**config.mk**
```make
export PLATFORM = sky130hd
export DESIGN_NAME = scv_ram
export DESIGN_NICKNAME = d
export VERILOG_FILES = /design/src/rtl/strided_conv2d_valid_unit_defines.svh /design/src/rtl/scv_ram.sv
export SDC_FILE = /design/constraint.sdc
export NUM_CORES = 1
export LEC_CHECK = 0
export BUFFER_PORTS_ARGS = -buffer_cell sky130_fd_sc_hd__buf_2
export CORE_UTILIZATION = 55
export CTS_CLUSTER_SIZE = 25
export DETAILED_ROUTE_END_ITERATION = 12
export PLACE_DENSITY = 0.71
export SLEW_MARGIN = 20
export SYNTH_ARGS = -nofsm -noshare
export SYNTH_HDL_FRONTEND = slang
export SYNTH_SLANG_ARGS = --single-unit
```
**constraint.sdc**
```tcl
create_clock -name clk -period 6.39 [get_ports clk]
set_input_delay 0.639 -clock clk [delete_from_list [all_inputs] [get_ports clk]]
set_output_delay 0.639 -clock clk [all_outputs]
set_load 0.005 [all_outputs]
```
**src/rtl/strided_conv2d_valid_unit_defines.svh**
```systemverilog
// ----------------------------------------------------------------------------
// Strided conv2d unit assertion macros
// Shared property wrappers clocked on clk, disabled while rst_n is low.
// ----------------------------------------------------------------------------
`ifndef STRIDED_CONV2D_VALID_UNIT_DEFINES_SVH
`define STRIDED_CONV2D_VALID_UNIT_DEFINES_SVH

// Same-cycle implication.
`define SCV_ASSERT_IMPLY(name, ante, cons) \
  name: assert property (@(posedge clk) disable iff (!rst_n) (ante) |-> (cons)) \
    else $error("scv: same-cycle check failed");

// Next-cycle implication.
`define SCV_ASSERT_NEXT(name, ante, cons) \
  name: assert property (@(posedge clk) disable iff (!rst_n) (ante) |=> (cons)) \
    else $error("scv: next-cycle check failed");

`endif

```
**src/rtl/scv_ram.sv**
```systemverilog
// ----------------------------------------------------------------------------
// scv_ram
// Simple dual-port RAM: one write port, one read port with registered data.
// ----------------------------------------------------------------------------
module scv_ram #(
  parameter int WIDTH = 16,
  parameter int DEPTH = 64
) (
  input  logic                     clk,
  input  logic                     we,
  input  logic [$clog2(DEPTH)-1:0] waddr,
  input  logic [WIDTH-1:0]         wdata,
  input  logic [$clog2(DEPTH)-1:0] raddr,
  output logic [WIDTH-1:0]         rdata
);

  logic [WIDTH-1:0] mem [DEPTH];

  always_ff @(posedge clk) begin
    if (we) begin
      mem[waddr] <= wdata;
    end
    rdata <= mem[raddr];
  end

endmodule

```
==> flow_results.org <==
** Placed design
- At the end of routability-driven placement, the weighted congestion stood at 0.824.
- Placed cells :: 2,793
- The count of buffers added on input and output ports is 45.
- DP Wirelength :: 52,200 um

** Logic synthesis
- During synthesis, Yosys emitted a total of 0 warnings.
- Number of enable flip-flop cells after synthesis :: 1,024
- Syn Inst Count :: approximately 1,800
- By instance count, the leading cell after synthesis is sky130_fd_sc_hd__edfxtp_1.
- By area the synthesized netlist is led by sky130_fd_sc_hd__edfxtp_1, sky130_fd_sc_hd__mux4_2, sky130_fd_sc_hd__mux2i_1, sky130_fd_sc_hd__dfxtp_1, sky130_fd_sc_hd__mux2_2.
- The cell area that synthesis handed to floorplanning was around 0.04 mm^2.
- The number of nets in the synthesized netlist is 1,859.
- The top cell type by area accounts for between 70 and 80% of the synthesized area.
- For this run, asynchronously set or reset flops after synthesis account for 0%.
- The share of the Yosys chip area taken by registers is 77.6%.
- Seq cells post-synth :: 1,040
- Count of cell types in the netlist :: 43
- Ys flop type :: sky130_fd_sc_hd__edfxtp_1
- In the synthesized netlist, the cells that appear most often are sky130_fd_sc_hd__edfxtp_1, sky130_fd_sc_hd__mux4_2, sky130_fd_sc_hd__mux2i_1.
- Largest area contributor in the synthesized netlist :: sky130_fd_sc_hd__edfxtp_1
- Synthesized area per cell :: between 20 and 25 um^2

** Timing
- Actual transition at the worst max-transition pin :: 1.13 ns
- Final setup vio count :: 0
- Worst Clk Skew :: 0.0310 ns
- Measured against its own limit, the worst slew margin works out to between 20% and 30%.
- Summed over all failing endpoints, the final setup total negative slack is 0 ns.
- Final critical path time including I/O delays and setup :: 3.06 ns
- In the finished design, the share of the clock period the worst path needs comes to 47.9%.
- Unrepaired setup endpoints after global routing :: no
- Pins over their slew limit :: 0
- Max Clock Freq :: 327 MHz
- The final-report hold violation count is 0.
- Min Hold Slack :: between 0.5 and 0.6 ns

** Route
- Antenna-violating nets left :: 0
- DRC viols :: 0
- In the routed layout, each cell is associated on average with a via count of 6.47.
- Total wirelength of the detailed-routed design :: a little over 90,000 um
- Dividing the detail-routed wire length by the instance count gives 30.6 um.
- For this block, the initial DRC count from the detailed router was 2,562.
- For this run, the detailed router's first-pass iteration total came to 5.
- Detailed routing inserted a total of 19,305 vias.

** Layout
- The sequential cells in the finished layout cover a total of 0.0311 mm^2.
- Layout Area Growth over Synthesis :: 11.7%
- Finished Layout Cells :: 2,982
- Filler cells :: roughly 4,800
- The post-route netlist has 26.7% of its cells at a drive strength greater than 1.
- Summing all multi-input logic gate instances after layout gives between 0.008 and 0.009 mm^2.
- Number of nets in the finished design :: 1,975

** Floorplanning
- Number of placed I/O pins :: 46
- DIE AREA :: about 0.074 mm^2
- The floorplan step set the die height to 272 um.
- Initial standard-cell utilization of the core :: 55.8%
- Placeable core area :: 0.0717 mm^2
- Horizontal die dimension :: 272 um
- Num rows :: 98

** CTS
- At the later pin of the worst-skew pair, clock insertion delay measures 0.68 ns.
- The clock passes through at most 3 buffers.
- TritonCTS built the clock tree.
- CTS H-Tree Depth :: 3
- Buffer type at the clock tree root :: sky130_fd_sc_hd__clkbuf_16
- Number of sinks handled by clock tree synthesis :: 1,040
- Number of instances resized during post-cts repair :: 0
- Clock slew at reported path FFs :: 0.06 ns
- Number of buffers inserted to repair setup after CTS :: 0
- Hold buffers post-CTS :: 0
- Number of buffers created by CTS :: 100

** Run status
- The flow ran to the end, and the final reports show no timing, DRC or antenna violations.

** Power
- Power spread over the standard cell area amounts to 317 mW/mm^2.
- The worst-case IR drop observed on VDD is 0.000209 V.
- The analysis attributes to cell leakage a power of 14.2 nW.

** Critical path
- At the worst endpoint, the required time is 6.93 ns.
- The worst setup path is captured at a flop.
- The worst setup path is launched from an input port.
- STA puts the critical path data arrival time at approximately 3.6 ns.
- Startpoint-to-endpoint class of the critical path :: input port to flop
- Top fanout value on the critical path :: 112

** Global routing
- Global routing used approximately 25% of the available tracks across all layers.
- Entering global routing, the biggest net connects 113 pins.
- First-pass GRT wire length :: 133,000 um
- The initial antenna violation count is 8.
- After global routing the overflow that remains totals 0.
- The via count of the first global-routing pass is 19,298.

** Min path
- The tightest min-delay check is of the input port to flop type.

** Run
- Across the run, the number of max-cap violations was 0.
==> final cells by class <==
cell class,instances,share of cell area (%)
Multi-Input combinational cell,685,18.6
Clock inverter,52,1.31
Clock buffer,135,6.14
Tap cell,950,2.66
Sequential cell,1040,69.4
Antenna cell,2,0.0112
Timing Repair Buffer,118,1.88
==> flip-flops by register name, indices dropped and copies added (netlist names) <==
register / cells
mem: 1024
rdata: 16
==> critical path: stages <==
cell	delay, ns
sky130_fd_sc_hd__clkbuf_8	0.69
sky130_fd_sc_hd__buf_12	0.53
sky130_fd_sc_hd__mux4_2	0.42
sky130_fd_sc_hd__a22oi_1	0.37
sky130_fd_sc_hd__nand3_1	0.39
sky130_fd_sc_hd__and4_1	0.34
==> path summary, 6_finish.rpt <==
check	from	endpoint	slack [ns]	depth (start not counted)
worst max-delay path	raddr[2]	rdata[14]	3.33	6
worst min-delay path	wdata[10]	mem[5][10]	0.55	1
worst max register to register	mem[7][4]	rdata[4]	4.28	5
worst min register to register	mem[3][2]	rdata[2]	0.89	4
==> layer usage <==
layer	global-route usage (%)	wire (um)	part of all wire, %
met3	4.34	8340	9.1
met2	40.8	45400	50
met4	7.91	2470	2.7
met1	35.4	34800	38
met5	0	36	0.040
==> cells by family after synthesis <==
| family | after synthesis | synth area share (%) |
|---|---|---|
| AOI/OAI and AO/OA | 129 | 2.41 |
| buffers and inverters | 104 | 1.83 |
| DFF | 1040 | 77.6 |
| muxes | 336 | 15.5 |
| and+or+nand+nor | 220 | 2.65 |
==> power by group <==
part / leakage (nW) / internal (W) / switching [W] / total, W
Clock: 1.63 / 0.00344 / 0.00250 / 0.00594
Combinational: 3.17 / 0.000240 / 0.000425 / 0.000665
Sequential: 9.35 / 0.00755 / 0.0000321 / 0.00758
Total: 14.2 / 0.0112 / 0.00296 / 0.0142
==> layout by cell type (no fill, tap or decap), types with 17 or more instances in the layout <==
cell	n
sky130_fd_sc_hd__a21oi_1	17
sky130_fd_sc_hd__a22oi_1	39
sky130_fd_sc_hd__buf_2	40
sky130_fd_sc_hd__buf_4	72
sky130_fd_sc_hd__clkbuf_1	25
sky130_fd_sc_hd__clkbuf_16	101
sky130_fd_sc_hd__clkinv_2	20
sky130_fd_sc_hd__edfxtp_1	1024
sky130_fd_sc_hd__mux2_2	27
sky130_fd_sc_hd__mux2i_1	85
sky130_fd_sc_hd__mux4_2	220
sky130_fd_sc_hd__nand2_1	59
sky130_fd_sc_hd__nand3_1	24
sky130_fd_sc_hd__nor2_1	56
sky130_fd_sc_hd__nor2_2	18
sky130_fd_sc_hd__nor2b_1	28
==> per-stage QoR <==
| stage | util [%] | instance area (um^2) | worst slack (ns) | power (W) |
|---|---|---|---|---|
| final | 62.4 | 44700 | 3.33 | 0.0142 |
| after global routing | 62.4 | 44700 | 3.23 | 0.0145 |
| after CTS | 62.4 | 44700 | 3.40 | 0.0142 |
| after detailed placement | 57.7 | 41400 | 2.70 | 0.00839 |
| after global placement | 57.7 | 41400 | 2.72 | 0.00838 |
| after floorplan | - | 40000 | 3.72 | 0.00810 |
No activity file was read; power rests on OpenSTA's default activity.
