`config.mk`:
```
export PLATFORM = sky130hd
export DESIGN_NAME = scv_div
export DESIGN_NICKNAME = d
export VERILOG_FILES = /design/src/rtl/strided_conv2d_valid_unit_defines.svh /design/src/rtl/scv_pkg.sv /design/src/rtl/scv_div.sv
export SDC_FILE = /design/constraint.sdc
export NUM_CORES = 1
export LEC_CHECK = 0
export BUFFER_PORTS_ARGS = -buffer_cell sky130_fd_sc_hd__buf_2
export CORE_MARGIN = 2
export CORE_UTILIZATION = 50
export CTS_CLUSTER_SIZE = 24
export DETAILED_ROUTE_END_ITERATION = 6
export GPL_ROUTABILITY_DRIVEN = 0
export GPL_TIMING_DRIVEN = 0
export PLACE_DENSITY_LB_ADDON = 0.08
export SYNTH_ARGS = -nofsm -noshare
export SYNTH_HDL_FRONTEND = slang
export SYNTH_SLANG_ARGS = --single-unit
```
`constraint.sdc`:
```
create_clock -name clk -period 2.2 [get_ports clk]
set_clock_uncertainty 0.05 [all_clocks]
set_input_delay 0.11 -clock clk [delete_from_list [all_inputs] [get_ports clk]]
set_output_delay 0.11 -clock clk [all_outputs]
set_load 0.03 [all_outputs]
```
`src/rtl/strided_conv2d_valid_unit_defines.svh`:
```
// ----------------------------------------------------------------------------
// Strided conv2d unit assertion macros
// Shared property wrappers clocked on clk, disabled while rst_n is low.
// ----------------------------------------------------------------------------
`ifndef STRIDED_CONV2D_VALID_UNIT_DEFINES_SVH
`define STRIDED_CONV2D_VALID_UNIT_DEFINES_SVH

// Same-cycle implication.
`define SCV_ASSERT_IMPLY(name, ante, cons) \
  name: assert property (@(posedge clk) disable iff (!rst_n) (ante) |-> (cons)) \
    else $error("scv: same-cycle check failed");

// Next-cycle implication.
`define SCV_ASSERT_NEXT(name, ante, cons) \
  name: assert property (@(posedge clk) disable iff (!rst_n) (ante) |=> (cons)) \
    else $error("scv: next-cycle check failed");

`endif

```
`src/rtl/scv_pkg.sv`:
```
// ----------------------------------------------------------------------------
// scv_pkg
// Request/result types, field widths and register indexes of the conv2d unit.
// ----------------------------------------------------------------------------
package scv_pkg;

  localparam int VALUE_BITS     = 16;
  localparam int CONV_BITS      = 40;
  localparam int ROW_BITS       = 12;
  localparam int COL_BITS       = 10;
  localparam int IMG_ROW_BITS   = 13;
  localparam int STEP_BITS      = 4;
  localparam int CFG_INDEX_BITS = 3;
  localparam int CFG_DATA_BITS  = 13;
  localparam int MAX_ROWS       = 4096;
  localparam int MAX_STEP       = 8;
  localparam int PHASE_BITS     = 3;

  // register indexes
  localparam logic [CFG_INDEX_BITS-1:0] CFG_IMAGE_ROWS  = 3'd0;
  localparam logic [CFG_INDEX_BITS-1:0] CFG_IMAGE_COLS  = 3'd1;
  localparam logic [CFG_INDEX_BITS-1:0] CFG_KERNEL_ROWS = 3'd2;
  localparam logic [CFG_INDEX_BITS-1:0] CFG_KERNEL_COLS = 3'd3;
  localparam logic [CFG_INDEX_BITS-1:0] CFG_STEP_SIZE   = 3'd4;

  // request modes
  localparam logic MODE_SAMPLE = 1'b0;
  localparam logic MODE_WEIGHT = 1'b1;

  typedef struct packed {
    logic                         mode;
    logic signed [VALUE_BITS-1:0] value;
  } in_item_t;

  typedef struct packed {
    logic signed [CONV_BITS-1:0] conv_value;
    logic [ROW_BITS-1:0]         out_row;
    logic [COL_BITS-1:0]         out_col;
    logic                        last_of_frame;
  } out_item_t;

endpackage

```
`src/rtl/scv_div.sv`:
```
// ----------------------------------------------------------------------------
// scv_div
// Restoring divider, one quotient bit per cycle, by a small stride divisor.
// ----------------------------------------------------------------------------
module scv_div #(
  parameter int DW = 12
) (
  input  logic                          clk,
  input  logic                          rst_n,
  input  logic                          start,
  input  logic [DW-1:0]                 dividend,
  input  logic [scv_pkg::STEP_BITS-1:0] divisor,
  output logic [DW-1:0]                 quot,
  output logic [scv_pkg::STEP_BITS-1:0] rem,
  output logic                          done
);
  import scv_pkg::*;

  localparam int CNTW = $clog2(DW + 1);

  logic [DW-1:0]        shift_r;
  logic [STEP_BITS-1:0] rem_r;
  logic [STEP_BITS-1:0] div_r;
  logic [CNTW-1:0]      cnt_r;
  logic                 busy_r;
  logic                 done_r;
  logic [STEP_BITS:0]   trial;
  logic                 ge;

  assign trial = {rem_r, shift_r[DW-1]};
  assign ge    = (trial >= {1'b0, div_r});

  always_ff @(posedge clk) begin
    if (!rst_n) begin
      busy_r <= 1'b0;
      done_r <= 1'b0;
      cnt_r  <= '0;
    end else if (start) begin
      busy_r <= 1'b1;
      done_r <= 1'b0;
      cnt_r  <= CNTW'(DW);
    end else if (busy_r) begin
      cnt_r <= cnt_r - 1'b1;
      if (cnt_r == CNTW'(1)) begin
        busy_r <= 1'b0;
        done_r <= 1'b1;
      end
    end
    if (start) begin
      shift_r <= dividend;
      rem_r   <= '0;
      div_r   <= divisor;
    end else if (busy_r) begin
      shift_r <= {shift_r[DW-2:0], ge};
      rem_r   <= ge ? STEP_BITS'(trial - {1'b0, div_r}) : STEP_BITS'(trial);
    end
  end

  assign quot = shift_r;
  assign rem  = rem_r;
  assign done = done_r;

endmodule

```
==> results.sh, run 1 <==
export IMPL_die_y_um=53.9
export IMPL_power_frac_comb=0.271
export IMPL_ctsRootBufferMaster="clkbuf_4"
export IMPL_critPathMaxFanout=5
export IMPL_cts_buffer_depth=2
export IMPL_required_ps=2240
export IMPL_drc=0
export IMPL_rsz0062_at_grt="false"
export IMPL_htreeDepth=1
export IMPL_clk_latency_ps=310
export IMPL_intPower_mw=0.769
export IMPL_ys_warn_count=0
export IMPL_hold_slack_ps=37.3
export IMPL_gr_total_overflow=0
export IMPL_avgSynthCellArea_sq_um=12.7
export IMPL_place_ws_ps=250
export IMPL_start_kind="flip-flop"
export IMPL_synth_edf_count=16
export IMPL_most_common_layout_cells="buf_2, edfxtp_1, mux2_2"
export IMPL_maxSlewViolCount=0
export IMPL_cp_startpoint="div_r[1]"
export IMPL_first_pass_iters=3
export IMPL_areaGrowthSynthToFinish_pct=23.2
export IMPL_synth_nets=124
export IMPL_p_sw_frac=0.304
export IMPL_num_vias=900
export IMPL_fmax_mhz=511
export IMPL_grt_pass1_wl_um=3850
export IMPL_final_cell_count_no_fill=172
export IMPL_core_area_sq_um=2410
export IMPL_dpl_cell_count=163
export IMPL_drv_cap=0
export IMPL_path_clk_slew_ps=140
export IMPL_ys_async_sr_fraction=0
export IMPL_synth_cell_types=33
export IMPL_crit_type="flip-flop to flip-flop"
export IMPL_fin_area_sq_um=1530
export IMPL_worst_pin_slew_ps=496
export IMPL_p_clk_frac=0.181
export IMPL_ios=36
export IMPL_final_common_cell="buf_2"
export IMPL_seq_area_frac_synth=0.547
export IMPL_ir_drop_mv=0.502
export IMPL_hpwl_um=1780
export IMPL_antenna_cells=0
export IMPL_hp_class="primary input to flip-flop"
export IMPL_cp_arrival_ps=1990
export IMPL_track_usage=0.185
export IMPL_nFillCells=201
export IMPL_relSlewSlack=0.669
export IMPL_total_power_mw=1.11
export IMPL_post_cts_buffers=0
export IMPL_mappedNetlistArea_sq_um=1240
export IMPL_synth_top_cell_area_share=0.386
export IMPL_finalCriticalPeriod_ps=1960
export IMPL_drt_iter0_markers=13
export IMPL_cts_buffers=3
export IMPL_dieArea_sq_um=2900
export IMPL_portBuffers=35
export IMPL_end_kind="flip-flop"
export IMPL_tns_ps=0
export IMPL_grt_pass1_vias=913
export IMPL_initial_utilization=0.516
export IMPL_ant_nets=0
export IMPL_post_cts_resized=0
export IMPL_cts_sinks=26
export IMPL_synthFlopType="edfxtp_1"
export IMPL_netlist_instances=98
export IMPL_ys_ff_latch=26
export IMPL_switchingPower_mw=0.336
export IMPL_p_seq_frac=0.548
export IMPL_dieWidth_um=53.9
export IMPL_timing_rr_start="div_r[1]"
export IMPL_routed_via_density=5.23
export IMPL_grt_start_max_net_pins=15
export IMPL_cts_tree="done"
export IMPL_wl_per_cell_um=13.3
export IMPL_final_hold_viol_count=0
export IMPL_period_share=0.889
export IMPL_drive_gt1_frac=0.380
export IMPL_grt_antenna_before_repair=0
export IMPL_power_density_nw_per_um2=721
export IMPL_finalWirelength_um=2300
export IMPL_min_from="dividend[2]"
export IMPL_placed_area_sq_um=1460
export IMPL_setup_viol=0
export IMPL_ys_top_cells_by_area="edfxtp_1, dfxtp_1, mux2_2, ha_1, inv_1"
export IMPL_fp_row_count=18
export IMPL_power_leakage_nw=0.658
export IMPL_hold_buffers=5
export IMPL_layout_nets=169
export IMPL_finish_utilization=0.636
export IMPL_layout_setup_ws_ps=245
export IMPL_status="completed"
export IMPL_yosysTopAreaCell="edfxtp_1"
==> flip-flops by register name, summed over array words and instances, names as in the netlist <==
name,flops
quot,12
done,1
rem,4
div_r,4
busy_r,1
cnt_r,4
==> worst max-delay path: stages, from the launching register on <==
cell and delay, ps:
edfxtp_1 440, inv_1 80, ha_1 230, nor2b_1 160
o221a_4 270, or2_4 250, mux2_2 260
==> area by class of cell <==
class / instances / area [sq um] / area share
well taps: 30 / 37.5 / 0.0245
multi-input cells: 61 / 522 / 0.340
plain buffers: 3 / 11.3 / 0.00735
repair buffers: 40 / 225 / 0.147
flip-flops and latches: 26 / 681 / 0.444
inverters: 8 / 30.0 / 0.0196
clock buffers: 4 / 26.3 / 0.0171
==> routing by layer <==
layer  global-route usage  vias to the layer above  share of wire
li1                     -                      447              -
met1                0.228                      429           0.44
met2                0.311                       20           0.50
met3               0.0417                        4          0.047
met4               0.0769                        0          0.012
met5                    0                        -              0
==> power groups by stage <==
stage | Sequential, mW | Combinational, mW | Clock (mW)
finish | 0.606 | 0.299 | 0.201
global route | 0.614 | 0.328 | 0.227
CTS | 0.607 | 0.301 | 0.215
detailed placement | 0.618 | 0.293 | 0
global placement | 0.614 | 0.287 | 0
floorplan | 0.680 | 0.144 | 0
==> cell families (layout without fill, tap and decap cells) <==
| group | Yosys count | after routing | share of synthesized area |
|---|---|---|---|
| AND/OR/NAND/NOR | 23 | 23 | 0.107 |
| AO/OA/AOI/OAI | 15 | 15 | 0.0996 |
| buffers and inverters | 11 | 55 | 0.0332 |
| XOR/XNOR | 4 | 4 | 0.0282 |
| multiplexers | 12 | 12 | 0.109 |
| flip-flops | 26 | 26 | 0.547 |
| adder cells (fa/ha/maj) | 7 | 7 | 0.0765 |
==> final timing paths <==
path / end / slack [ps] / depth (start not counted)
setup reg to reg: quot[0] / 240 / 6
setup / recovery: quot[0] / 240 / 6
hold / removal: quot[2] / 40 / 2
hold reg to reg: rem[3] / 430 / 2
==> synthesized netlist by cell type, drive strengths merged (2+ instances only) <==
cell	instances
a311oi	2
buf	2
dfxtp	10
edfxtp	16
ha	6
inv	8
mux2	12
nand2	5
nor2	6
nor2b	2
nor4b	3
o21a	2
o21ai	2
o21bai	2
or2	2
or3b	2
xnor2	2
xor2	2
No activity file was read; power rests on OpenSTA's default activity.
==> run 2: changes to the inputs <==
CORE_UTILIZATION = 53   (was 50)
CTS_BUF_LIST = sky130_fd_sc_hd__clkbuf_4   (was not set)
==> results.sh, run 2 (synthesis results as in run 1) <==
export IMPL_fmax_mhz=514
export IMPL_critPathMaxFanout=5
export IMPL_total_power_mw=1.12
export IMPL_grt_antenna_before_repair=0
export IMPL_required_ps=2240
export IMPL_fp_row_count=17
export IMPL_power_density_nw_per_um2=730
export IMPL_drc=0
export IMPL_crit_path_max_incr_delay_ps=440
export IMPL_multi_input_area_sq_um=522
export IMPL_wl_per_cell_um=12.8
export IMPL_top_usage_layer="met2"
export IMPL_clk_latency_ps=310
export IMPL_finalCriticalPeriod_ps=1950
export IMPL_ant_nets=0
export IMPL_gr_total_overflow=0
export IMPL_ctsRootBufferMaster="clkbuf_4"
export IMPL_start_kind="flip-flop"
export IMPL_final_common_cell="buf_2"
export IMPL_p_sw_frac=0.302
export IMPL_r2r_setup_slack_ps=250
export IMPL_switchingPower_mw=0.338
export IMPL_maxSlewViolCount=0
export IMPL_antenna_cells=0
export IMPL_initial_utilization=0.562
export IMPL_hpwl_um=1670
export IMPL_grt_pass1_wl_um=3640
export IMPL_drt_iter0_markers=4
export IMPL_grt_pass1_vias=831
export IMPL_rsz0062_at_grt="false"
export IMPL_drv_cap=0
export IMPL_cts_buffers=3
export IMPL_power_frac_comb=0.264
export IMPL_grt_start_max_net_pins=15
export IMPL_p_clk_frac=0.196
export IMPL_finalWirelength_um=2180
export IMPL_end_kind="flip-flop"
export IMPL_cp_cell_sequence="inv_1 > ha_1 > nor2b_1 > o221a_4 > or2_4 > mux2_2"
export IMPL_die_y_um=52.4
export IMPL_core_area_sq_um=2210
export IMPL_cts_sinks=26
export IMPL_track_usage=0.183
export IMPL_hp_class="primary input to flip-flop"
export IMPL_num_vias=885
export IMPL_met2_usage=0.308
export IMPL_final_cell_count_no_fill=170
export IMPL_power_leakage_nw=0.661
export IMPL_largest_reg_flops=12
export IMPL_setup_viol=0
export IMPL_ir_drop_mv=0.527
export IMPL_use_met1=0.224
export IMPL_nFillCells=178
export IMPL_use_met3=0.0343
export IMPL_crit_type="flip-flop to flip-flop"
export IMPL_worst_pin_slew_ps=486
export IMPL_first_pass_iters=4
export IMPL_dieArea_sq_um=2750
export IMPL_p_seq_frac=0.541
export IMPL_post_cts_buffers=0
export IMPL_htreeDepth=1
export IMPL_status="completed"
export IMPL_drive_gt1_frac=0.387
export IMPL_intPower_mw=0.781
export IMPL_dieWidth_um=52.4
export IMPL_final_hold_viol_count=0
export IMPL_cts_buffer_depth=2
export IMPL_tns_ps=0
export IMPL_cts_tree="done"
export IMPL_seqCellArea_sq_um=681
export IMPL_routed_via_density=5.21
export IMPL_dpl_cell_count=161
export IMPL_ios=36
export IMPL_cp_arrival_ps=1980
export IMPL_period_share=0.884
export IMPL_most_common_layout_cells="buf_2, edfxtp_1, mux2_2"
export IMPL_path_clk_slew_ps=130
export IMPL_areaGrowthSynthToFinish_pct=23.3
export IMPL_relSlewSlack=0.676
export IMPL_portBuffers=35
export IMPL_slowest_stage="edfxtp_1"
export IMPL_layout_nets=169
[run 2: routing by layer]
metal / part of all wire / vias to the layer above
met1: 0.43 / 414
met4: 0.018 / 0
met5: 0 / -
met2: 0.52 / 19
met3: 0.029 / 4
li1: - / 448
[run 2: worst paths after layout]
kind,from,endpoint,cells after the start
setup / recovery,div_r[1],quot[0],6
hold / removal,dividend[5],quot[5],2
setup reg to reg,div_r[1],quot[0],6
hold reg to reg,rem[3],rem[3],2
[run 2: power by group through the flow]
stage	clock, mW	combinational (mW)	sequential (mW)
after floorplan	0	0.144	0.680
after global placement	0	0.286	0.613
after detailed placement	0	0.291	0.616
after CTS	0.222	0.298	0.606
after global routing	0.240	0.322	0.613
final	0.219	0.295	0.605
[run 2: worst max-delay path, delay by kind of cell (launching register included)]
| kind | cells | cell delay, ps |
|---|---|---|
| flip-flops | 1 | 440 |
| buffers and inverters | 1 | 80 |
| multiplexers | 1 | 260 |
| adder cells (fa/ha/maj) | 1 | 230 |
| AO/OA/AOI/OAI | 1 | 260 |
| AND/OR/NAND/NOR | 2 | 410 |
[run 2: metrics by stage]
stage | hold slack (ps) | setup slack (ps) | cell area, sq um | util
2_1_floorplan | 159 | 179 | 1240 | -
3_3_place_gp | 236 | 291 | 1450 | 0.657
3_5_place_dp | 238 | 269 | 1450 | 0.657
4_1_cts | 25.2 | 257 | 1530 | 0.693
5_1_grt | 20.4 | 192 | 1530 | 0.693
6_report | 36.0 | 255 | 1530 | 0.693
[run 2: cell type report]
cell class,count,share of cell area
buffer,3,0.00734
tap,28,0.0228
inverter,8,0.0196
sequential,26,0.444
clock buffer,4,0.0196
multi-input combinational,61,0.340
timing repair buffer,40,0.147
[run 2: what timing repair did]
item / 4_1_cts / 5_1_grt
resized for setup: 0 / 0
hold buffers: 5 / 0
endpoints found under the hold margin: 6 / 0
