`src/rtl/strided_conv2d_valid_unit_defines.svh`:
```
// ----------------------------------------------------------------------------
// Strided conv2d unit assertion macros
// Shared property wrappers clocked on clk, disabled while rst_n is low.
// ----------------------------------------------------------------------------
`ifndef STRIDED_CONV2D_VALID_UNIT_DEFINES_SVH
`define STRIDED_CONV2D_VALID_UNIT_DEFINES_SVH

// Same-cycle implication.
`define SCV_ASSERT_IMPLY(name, ante, cons) \
  name: assert property (@(posedge clk) disable iff (!rst_n) (ante) |-> (cons)) \
    else $error("scv: same-cycle check failed");

// Next-cycle implication.
`define SCV_ASSERT_NEXT(name, ante, cons) \
  name: assert property (@(posedge clk) disable iff (!rst_n) (ante) |=> (cons)) \
    else $error("scv: next-cycle check failed");

`endif

```
`src/rtl/scv_pkg.sv`:
```
// ----------------------------------------------------------------------------
// scv_pkg
// Request/result types, field widths and register indexes of the conv2d unit.
// ----------------------------------------------------------------------------
package scv_pkg;

  localparam int VALUE_BITS     = 16;
  localparam int CONV_BITS      = 40;
  localparam int ROW_BITS       = 12;
  localparam int COL_BITS       = 10;
  localparam int IMG_ROW_BITS   = 13;
  localparam int STEP_BITS      = 4;
  localparam int CFG_INDEX_BITS = 3;
  localparam int CFG_DATA_BITS  = 13;
  localparam int MAX_ROWS       = 4096;
  localparam int MAX_STEP       = 8;
  localparam int PHASE_BITS     = 3;

  // register indexes
  localparam logic [CFG_INDEX_BITS-1:0] CFG_IMAGE_ROWS  = 3'd0;
  localparam logic [CFG_INDEX_BITS-1:0] CFG_IMAGE_COLS  = 3'd1;
  localparam logic [CFG_INDEX_BITS-1:0] CFG_KERNEL_ROWS = 3'd2;
  localparam logic [CFG_INDEX_BITS-1:0] CFG_KERNEL_COLS = 3'd3;
  localparam logic [CFG_INDEX_BITS-1:0] CFG_STEP_SIZE   = 3'd4;

  // request modes
  localparam logic MODE_SAMPLE = 1'b0;
  localparam logic MODE_WEIGHT = 1'b1;

  typedef struct packed {
    logic                         mode;
    logic signed [VALUE_BITS-1:0] value;
  } in_item_t;

  typedef struct packed {
    logic signed [CONV_BITS-1:0] conv_value;
    logic [ROW_BITS-1:0]         out_row;
    logic [COL_BITS-1:0]         out_col;
    logic                        last_of_frame;
  } out_item_t;

endpackage

```
`src/rtl/scv_mac.sv`:
```
// ----------------------------------------------------------------------------
// scv_mac
// Shared multiply-accumulate: registered product, then 40-bit wrap-around sum.
// ----------------------------------------------------------------------------
module scv_mac #(
  parameter int SAMPLE_BITS = 16
) (
  input  logic                          clk,
  input  logic                          rst_n,
  input  logic                          clear,
  input  logic                          tap_valid,
  input  logic signed [SAMPLE_BITS-1:0] sample,
  input  logic signed [SAMPLE_BITS-1:0] weight,
  output logic [scv_pkg::CONV_BITS-1:0] acc,
  output logic                          busy
);
  import scv_pkg::*;

  logic signed [2*SAMPLE_BITS-1:0] prod_r;
  logic                            pv_r;
  logic [CONV_BITS-1:0]            acc_r;

  always_ff @(posedge clk) begin
    if (!rst_n) begin
      pv_r <= 1'b0;
    end else begin
      pv_r <= tap_valid;
    end
    prod_r <= sample * weight;
    if (clear) begin
      acc_r <= '0;
    end else if (pv_r) begin
      acc_r <= acc_r + CONV_BITS'(prod_r);
    end
  end

  assign acc  = acc_r;
  assign busy = pv_r;

endmodule

```
`config.mk`:
```
export PLATFORM = sky130hd
export DESIGN_NAME = scv_mac
export DESIGN_NICKNAME = d
export VERILOG_FILES = /design/src/rtl/strided_conv2d_valid_unit_defines.svh /design/src/rtl/scv_pkg.sv /design/src/rtl/scv_mac.sv
export SDC_FILE = /design/constraint.sdc
export NUM_CORES = 1
export LEC_CHECK = 0
export ABC_AREA = 1
export BUFFER_PORTS_ARGS = -buffer_cell sky130_fd_sc_hd__buf_4
export CORE_ASPECT_RATIO = 1.4
export CORE_UTILIZATION = 40
export DETAILED_ROUTE_END_ITERATION = 6
export SKIP_LAST_GASP = 1
export SLEW_MARGIN = 25
export SYNTH_ARGS = -nofsm -noshare
export SYNTH_HDL_FRONTEND = slang
export SYNTH_SLANG_ARGS = --single-unit
```
`constraint.sdc`:
```
create_clock -name clk -period 6.8 [get_ports clk]
set_clock_uncertainty 0.15 [all_clocks]
set_input_delay 0.68 -clock clk [delete_from_list [all_inputs] [get_ports clk]]
set_output_delay 0.68 -clock clk [all_outputs]
set_load 0.01 [all_outputs]
```
==> results.md, run 1 <==
* Crit share post-route at 91.0%
* Final hold violation count at 0
* Routed WL at 43,000 µm
* DRC viols at 0
* Buffer count from post-CTS setup fixing at 0
* CTS buffer count at 9
* #FFs+latches synth at 73
* Share of the synthesized area in the top cell type at 33.9%
* Critical setup path kind: in2reg
* Max Cap Viol at 0
* Mapped Area at 15,600 µm²
* YS warnings at 0
* Via/cell ratio at 4.83
* Routed via count at 13.0k
* Vias in the first global route at 14.3k
* Outcome: finished, final reports clean
* Clock Sinks at 73
* Global Route Usage Sum at 22.9%
* # diodes at 0
* Initial Util at 40.5%
* Hpwl dp at 36,800 µm
* Worst Max-Slew Pin Slew at 0.705 ns
* Synth Area per Inst at 7.23 µm²
* Die width at 169 µm
* Core area at 38,400 µm²
* Post-CTS sizing at 0
* 1st-pass router iterations at 7
* CTS HTree Levels at 3
* Hold buffers post-CTS at 0
* Hold crit path type: reg2reg
* Fin crit period at 6.19 ns
* Initial DRC Count at 642
* CP endpoint kind: flop
* Worst Hold Slack at 0.348 ns
* First-pass GRT wire length at 71,400 µm
* TritonCTS clock tree: built
* Synthesized net count at 2,570
* Max_slew headroom at 52.9%
* Seq/Total Area, Yosys at 9.40%
* Initial antenna violation count at 0
* Leading post-synthesis cells by cell area: fa_1, inv_1, nand2_1
* GP Congestion at 0.993
* Die area at 39,700 µm²
* Largest area contributor in the netlist: fa_1
* Worst skew pair latency at 0.34 ns
* Clk slew on worst S/H paths at 0.05 ns
* Clk Tree Root Cell: clkbuf_16
* Final ANT Viol Nets at 0
* TNS Setup at 0 ns
* IO Port Bufs at 76
* Setup-failing EPs final at 0
* Post-synth EDFFs at 0
* Ys flop type: dfxtp_1
* Gr ovfl total at 0
* CP required at 6.88 ns
* Final Slew Violations at 0
* Gate count after technology mapping at 2,150
* CTS max path bufs at 2
* Crit path DAT at 6.27 ns
* Share of the core filled with cells at 43.7%
* Placement Setup Slack at 0.212 ns
* Nets at 2,591
* Largest net degree at the start of global routing at 63
* Avg WL per Cell at 16.0 µm
* Fraction of registers with async set/reset at 0%
* I/O Pins at 77
* Distinct cells, synth at 47
* Final worst slack at 0.613 ns
* Max Freq at 162 MHz
* RSZ-0062 raised after global routing: false
* CP max FO at 16
* Die height at 235 µm
* Row Count at 85
* Layout cells sized above 1 at 7.03%
* Setup crit start kind: input pin
* Area growth, synth to finish at 7.99%
==> Yosys cell counts, drive strengths merged, types with 2 or more instances <==
cell type	instances
clkbuf	68
and2	2
nand3	51
a21oi	83
fa	263
or2	6
nand4	20
nor4	2
ha	121
a211oi	3
inv	567
nor3	7
o21ai	68
a31oi	2
nor2	198
dfxtp	73
xor2	34
xnor2	22
nand2	526
a21boi	3
o21bai	12
a21o	7
buf	4
==> worst paths after layout <==
path / start / to / slack (ns) / cells after the start
setup / recovery: sample[15] / prod_r[31] / 0.61 / 19
hold / removal: acc[0] / acc[0] / 0.35 / 2
setup reg to reg: acc[0] / acc[30] / 4.05 / 13
hold reg to reg: acc[0] / acc[0] / 0.35 / 2
==> state kept, by name, summed over array words and instances (netlist names) <==
register  cells
busy          1
prod_r       32
acc          40
==> logic make-up (layout without fill, tap and decap cells) <==
family | after synthesis | count (layout) | share of synthesized area, %
AO/OA/AOI/OAI | 183 | 183 | 6.82
XOR/XNOR | 56 | 56 | 3.15
adder cells (fa/ha/maj) | 384 | 384 | 43.6
buffers and inverters | 639 | 664 | 15.6
flip-flops | 73 | 73 | 9.40
AND/OR/NAND/NOR | 815 | 815 | 21.5
==> worst max-delay path, stage by stage <==
cell and delay, ns:
buf_4 0.18, nand2_1 0.12, inv_1 0.09, fa_1 0.65
fa_1 0.84, fa_1 0.51, fa_1 0.50, fa_1 0.49
inv_1 0.05, fa_1 0.47, inv_1 0.04, ha_1 0.35
a21oi_1 0.30, o21ai_0 0.19, a21oi_1 0.36, o211ai_1 0.15
nand2b_1 0.16, nand2_1 0.06, nand2_1 0.05
==> area by class of cell <==
class | count | area (µm²)
Clock buffer | 12 | 246
Clock inverter | 3 | 17.5
Fill cell | 4020 | 21600
Inverter | 567 | 2130
Multi-Input combinational cell | 1438 | 11700
Sequential cell | 73 | 1460
Tap cell | 522 | 653
Timing Repair Buffer | 82 | 616
==> layout by cell type (no fill, tap or decap), types with 2 or more instances in the layout <==
master,netlist,routed
o21ai_1,15,15
nand2_2,16,16
nand4_1,20,20
nor3_1,6,6
nand2_1,508,508
buf_4,0,82
or2_1,2,2
a21oi_2,8,8
fa_1,263,263
inv_1,565,565
nand3_2,5,5
a211oi_1,3,3
nor4_1,2,2
xor2_1,34,34
a21boi_2,2,2
a21o_1,7,7
or2_2,4,4
clkbuf_1,67,2
nor2_2,10,10
o21bai_1,12,12
inv_2,2,2
a21oi_1,74,74
ha_1,121,121
nand2_4,2,2
nand3_1,46,46
o21ai_2,4,4
clkbuf_16,0,9
clkinv_2,0,2
xnor2_1,22,22
o21ai_0,49,49
dfxtp_1,73,72
a31oi_1,2,2
nor2_1,187,187
==> metrics by stage <==
step | std cells | cell area (µm²)
detailed placement | 2682 | 16500
global route | 2697 | 16800
CTS | 2697 | 16800
global placement | 2682 | 16500
finish | 2697 | 16800
floorplan | 2150 | 15600
==> per-layer routing <==
| layer | global-route usage (%) | part of all wire [%] | vias to the layer above |
|---|---|---|---|
| met3 | 1.78 | 3.3 | 112 |
| met2 | 44.3 | 53 | 319 |
| met4 | 11.8 | 5.0 | 0 |
| met1 | 24.5 | 38 | 6284 |
| met5 | 0 | 0 | - |
| li1 | - | - | 6319 |
Power of run 1 is left out: the tool's default activity adds up to more than one toggle a clock period on the data nets, which glitch-free logic cannot reach.
==> inputs of run 2 (changes only) <==
--- a/config.mk
+++ b/config.mk
@@ -9,6 +9,7 @@
 export BUFFER_PORTS_ARGS = -buffer_cell sky130_fd_sc_hd__buf_4
 export CORE_ASPECT_RATIO = 1.4
-export CORE_UTILIZATION = 40
+export CORE_UTILIZATION = 38
 export DETAILED_ROUTE_END_ITERATION = 6
+export RECOVER_POWER = 50
 export SKIP_LAST_GASP = 1
 export SLEW_MARGIN = 25
==> constraint.sdc (replaced) <==
create_clock -name clk -period 6.8 [get_ports clk]
set_clock_uncertainty 0.15 [all_clocks]
set_input_delay 0.34 -clock clk [delete_from_list [all_inputs] [get_ports clk]]
set_output_delay 0.34 -clock clk [all_outputs]
set_load 0.01 [all_outputs]
==> run 2 against run 1 <==
Compared with the run above: the run now ends with capacitance limit, slew limit left; final area fell by 0.74%; core utilization shrank 2.4 points; sequential cell count is the same; worst hold slack worse by 0.31 ns; routed wire length increased by 1.3%; final cell count rose by 0.33%; die area rose by 5.2%; register-to-register slack got worse by 1.7 ns; sequential share of layout area increased by 0.065 points; critical path depth unchanged; count of clock-buffer cells in the layout down 2; global-route usage down 1.1 points; largest cell class unchanged.
==> results.md, run 2 (synthesis gave the netlist of run 1 again) <==
* Worst Hold Slack at 0.0383 ns (was 0.348 ns)
* Via/cell ratio at 4.79 (was 4.83)
* Outcome: complete, but fails checks (was finished, final reports clean)
* # diodes at 0 (unchanged)
* Hold crit path type: in2reg (was reg2reg)
* Gr ovfl total at 0 (unchanged)
* Hold endpoint: busy (was acc[0])
* Die height at 241 µm (was 235 µm)
* Hold depth at 3 (was 2)
* TritonCTS clock tree: built (unchanged)
* Buffer count from post-CTS setup fixing at 0 (unchanged)
* Met2 usage at 43.5% (was 44.3%)
* CTS HTree Levels at 3 (unchanged)
* Crit share post-route at 85.9% (was 91.0%)
* R2r endpoint: acc[27] (was acc[30])
* Initial antenna violation count at 0 (unchanged)
* CP max FO at 16 (unchanged)
* RSZ-0062 raised after global routing: false (unchanged)
* Worst Max-Slew Pin Slew at 2.91 ns (was 0.705 ns)
* Setup-failing EPs final at 0 (unchanged)
* Met1 usage at 23.0% (was 24.5%)
* Final Slew Violations at 63 (was 0)
* Max Freq at 171 MHz (was 162 MHz)
* Commonest non-fill, non-tap cell in the layout: inv_1 (unchanged)
* Post-CTS sizing at 0 (unchanged)
* I/O Pins at 77 (unchanged)
* Hold Startpoint: tap_valid (was acc[0])
* Global Route Usage Sum at 21.9% (was 22.9%)
* Clk slew on worst S/H paths at 0.06 ns (was 0.05 ns)
* Worst R2R Start: busy (was acc[0])
* IO Port Bufs at 76 (unchanged)
* Avg WL per Cell at 16.1 µm (was 16.0 µm)
* Core area at 40,300 µm² (was 38,400 µm²)
* Number of flip-flops in the largest register at 40 (unchanged)
* Routed via count at 13.0k (about the same)
* Setup crit start kind: input pin (unchanged)
* Final hold violation count at 0 (unchanged)
* CP required at 6.88 ns (about the same)
* Grt met3 use at 1.98% (was 1.78%)
* Final worst slack at 0.960 ns (was 0.613 ns)
* Sequential cell area at 1460 µm² (unchanged)
* R2r setup slk at 2.37 ns (was 4.05 ns)
* Clk Tree Root Cell: clkbuf_16 (unchanged)
* Fin crit period at 5.84 ns (was 6.19 ns)
* Placement Setup Slack at 0.512 ns (was 0.212 ns)
* Die width at 173 µm (was 169 µm)
* TNS Setup at 0 ns (unchanged)
* Critical setup path kind: in2reg (unchanged)
* DRC viols at 0 (unchanged)
* Reg2Reg Depth at 6 (was 13)
* Crit path DAT at 5.92 ns (was 6.27 ns)
* CTS max path bufs at 2 (unchanged)
* Initial DRC Count at 543 (was 642)
* Final ANT Viol Nets at 0 (unchanged)
* 1st-pass router iterations at 6 (was 7)
* Max Cap Viol at 1 (was 0)
* Area of the multi-input gates at 11,700 µm² (unchanged)
* CP endpoint kind: flop (unchanged)
* Nets at 2,587 (was 2,591)
* Hold buffers post-CTS at 0 (unchanged)
* Busiest grt layer: met2 (unchanged)
* Area growth, synth to finish at 7.18% (was 7.99%)
* Largest net degree at the start of global routing at 63 (unchanged)
* Clock Sinks at 73 (unchanged)
* Initial Util at 38.6% (was 40.5%)
* Fillers at 4,352 (was 4,020)
* Failing checks: capacitance limit, slew limit
* CTS buffer count at 9 (unchanged)
* First-pass GRT wire length at 72,000 µm (was 71,400 µm)
* Max_slew headroom at -93.9% (was 52.9%)
* Hpwl dp at 37,300 µm (was 36,800 µm)
* Commonest non-fill, non-tap cells in the layout: inv_1, nand2_1, fa_1 (unchanged)
* Row Count at 87 (was 85)
* Layout cells sized above 1 at 5.06% (was 7.03%)
* GP Congestion at 0.989 (was 0.993)
* Die area at 41,700 µm² (was 39,700 µm²)
* Worst skew pair latency at 0.35 ns (was 0.34 ns)
* Vias in the first global route at 14.3k (about the same)
* Routed WL at 43,600 µm (was 43,000 µm)
==> run 2: cell type report <==
class | count | share of cell area (%)
clock buffer | 10 | 1.43
clock inverter | 6 | 0.435
inverter | 567 | 12.8
multi-input combinational | 1438 | 70.0
sequential | 73 | 8.77
tap | 534 | 4.01
timing repair buffer | 78 | 2.57
==> run 2: worst max path at each step <==
stage               startpoint          to  slack (ns)  depth (start not counted)
CTS                  weight[1]  prod_r[30]        0.88                         21
global placement     weight[1]  prod_r[30]        0.55                         19
floorplan            weight[3]  prod_r[29]        1.15                         19
finish               weight[1]  prod_r[30]        0.96                         19
detailed placement   weight[1]  prod_r[30]        0.51                         21
global route         weight[1]  prod_r[30]        0.65                         19
==> run 2: worst max-delay path: stages <==
cell	delay [ns]
buf_4	0.18
nand2_1	0.14
inv_1	0.10
fa_1	0.66
fa_1	0.85
inv_1	0.15
fa_1	0.51
fa_1	0.57
fa_1	0.43
fa_1	0.50
inv_1	0.04
ha_1	0.34
nand2_1	0.13
a21oi_1	0.05
a211oi_1	0.35
o21ai_0	0.18
a21oi_1	0.14
nand2_1	0.11
xor2_1	0.15
==> run 2: stage by stage <==
step / instance area [µm²] / instances / util, %
floorplan: 15600 / 2150 / -
CTS: 16800 / 2706 / 41.8
global route: 16700 / 2706 / 41.4
detailed placement: 16500 / 2690 / 41.0
global placement: 16500 / 2690 / 41.0
finish: 16700 / 2706 / 41.4
==> run 2: metal layers <==
layer | up-vias | wire length (µm)
met5 | - | 0
met4 | 0 | 1940
met3 | 99 | 1320
met2 | 300 | 23600
li1 | 6319 | -
met1 | 6249 | 16800
Power of run 2 is left out for the same reason.
==> inputs of run 3 (changes only) <==
CELL_PAD_IN_SITES_DETAIL_PLACEMENT = 2   (was unset)
CELL_PAD_IN_SITES_GLOBAL_PLACEMENT = 2   (was unset)
CORE_UTILIZATION = 34   (was 38)
PLACE_DENSITY_LB_ADDON = 0.1   (was unset)
SETUP_SLACK_MARGIN = 0.05   (was unset)
clock period = 5.1 ns   (was 6.8 ns; I/O delays follow)
==> run 3 against run 2 <==
Compared with the run above: the run ends with capacitance limit, slew limit, setup timing left; critical endpoint is now prod_r[31]; routed wire length is 47% higher; critical path depth grew 4; first-iteration DRC count is 33% lower; core utilization increased by 2.1 points; non-clock buffer count rose by 203; final cell count grew 10%; setup slack got worse by 1.3 ns; final area rose by 18%.
==> results.md, run 3 (synthesis gave the netlist of run 1 again) <==
* Final Slew Violations at 63 (unchanged)
* Max Cap Viol at 1 (unchanged)
* Max Freq at 185 MHz
* Crit path DAT at 5.50 ns (was 5.92 ns)
* Setup-failing EPs final at 11 (was 0)
* First-pass GRT wire length at 93,900 µm (was 72,000 µm)
* Initial Util at 34.5% (was 38.6%)
* Failing checks: capacitance limit, slew limit, setup timing (was capacitance limit, slew limit)
* TNS Setup at -1.47 ns (was 0 ns)
* Worst Max-Slew Pin Slew at 3.08 ns (was 2.91 ns)
* Clk Tree Root Cell: clkbuf_16 (unchanged)
* Hpwl dp at 50,400 µm (was 37,300 µm)
* # diodes at 0 (unchanged)
* Initial DRC Count at 365 (was 543)
* DRC viols at 0 (unchanged)
* Fillers at 5,307 (was 4,352)
* Layout cells sized above 1 at 20.5% (was 5.06%)
* Clk slew on worst S/H paths at 0.06 ns (about the same)
* Final hold violation count at 0 (unchanged)
* Commonest non-fill, non-tap cells in the layout: inv_1, nand2_1, fa_1 (unchanged)
* Final ANT Viol Nets at 0 (unchanged)
* Worst skew pair latency at 0.36 ns (was 0.35 ns)
* Die width at 183 µm (was 173 µm)
* Gr ovfl total at 0 (unchanged)
* Final worst slack at -0.296 ns (was 0.960 ns)
* Largest net degree at the start of global routing at 63 (unchanged)
* Routed via count at 14.5k (was 13.0k)
* CP max FO at 6 (was 16)
* CTS HTree Levels at 3 (unchanged)
* Outcome: complete, but fails checks (unchanged)
* Area growth, synth to finish at 26.2% (was 7.18%)
* IO Port Bufs at 76 (unchanged)
* CP required at 5.21 ns (was 6.88 ns)
* Critical setup path kind: in2reg (unchanged)
* TritonCTS clock tree: built (unchanged)
* Die height at 255 µm (was 241 µm)
* Clock Sinks at 73 (unchanged)
* GP Congestion at 0.901 (was 0.989)
* Row Count at 92 (was 87)
* Die area at 46,600 µm² (was 41,700 µm²)
* Core area at 45,100 µm² (was 40,300 µm²)
* Global Route Usage Sum at 26.6% (was 21.9%)
* CTS max path bufs at 2 (unchanged)
* Number of flip-flops in the largest register at 40 (unchanged)
* 1st-pass router iterations at 4 (was 6)
* Avg WL per Cell at 21.4 µm (was 16.1 µm)
* RSZ-0062 raised after global routing: true (was false)
* I/O Pins at 77 (unchanged)
* Max_slew headroom at -105% (was -93.9%)
* Vias in the first global route at 17.0k (was 14.3k)
* Commonest non-fill, non-tap cell in the layout: inv_1 (unchanged)
* CTS buffer count at 9 (unchanged)
* CP endpoint kind: flop (unchanged)
* Fin crit period at 5.40 ns
* Crit share post-route at 106%
* Via/cell ratio at 4.86 (was 4.79)
* Routed WL at 64,000 µm (was 43,600 µm)
* Initial antenna violation count at 0 (unchanged)
* Setup crit start kind: input pin (unchanged)
* Hold crit path type: in2reg (unchanged)
* Nets at 2,790 (was 2,587)
==> run 3: path summary, 6_finish.rpt <==
kind / from / to / slack, ns / cells past startpoint
max reg2reg: busy / acc[27] / 0.37 / 6
min: weight[0] / prod_r[0] / 0.10 / 3
max: sample[15] / prod_r[31] / -0.30 / 23
min reg2reg: acc[0] / acc[0] / 0.35 / 2
==> run 3: layer usage <==
| metal | vias up | track usage [%] | part of all wire [%] |
|---|---|---|---|
| met5 | - | 0 | 0 |
| met4 | 0 | 11.6 | 5.2 |
| met3 | 142 | 1.47 | 1.5 |
| met2 | 219 | 56.0 | 57 |
| met1 | 7415 | 26.1 | 36 |
| li1 | 6732 | - | - |
==> run 3: worst max-delay path, stage by stage <==
cell and delay, ns:
buf_16 0.13, buf_8 0.14, nand2_2 0.10, inv_2 0.05, fa_1 0.53, buf_6 0.15
buf_4 0.13, fa_1 0.50, inv_1 0.07, fa_1 0.56, fa_1 0.51, fa_1 0.51
fa_1 0.53, inv_2 0.05, ha_4 0.28, nand2_4 0.06, nor2_4 0.08, nand4_1 0.11
buf_4 0.18, nor4_4 0.23, nand2_2 0.17, nand3b_1 0.11, nand2_1 0.05
==> run 3: layout make-up <==
cell class	count	area [µm²]	share of cell area, %
timing repair buffer	281	2300	11.7
tap	611	764	3.90
inverter	567	2140	10.9
clock inverter	5	62.6	0.319
sequential	73	1460	7.45
clock buffer	11	253	1.29
multi-input combinational	1438	12600	64.4
==> run 3: what timing repair did <==
item / 4_1_cts / 5_1_grt
gates resized for setup: 114 / 161
cloned: 0 / 2
hold buffers: 2 / 0
endpoints found under the setup margin: 18 / 20
buffers inserted: 28 / 16
endpoints found under the hold margin: 1 / 0
pin swaps: 57 / 104
==> run 3: per-stage QoR <==
step                utilization, %  instance area [µm²]  hold WS (ns)  cells  worst slack (ns)
global placement              40.0                18100         0.289   2923            -0.700
finish                        43.5                19600         0.105   2986            -0.296
floorplan                        -                16100         0.198   2150           -0.0465
global route                  43.5                19600         0.122   2986            -0.426
CTS                           42.1                19000        0.0959   2969            -0.178
detailed placement            40.0                18100         0.292   2923            -0.846
Power of run 3 is left out for the same reason.
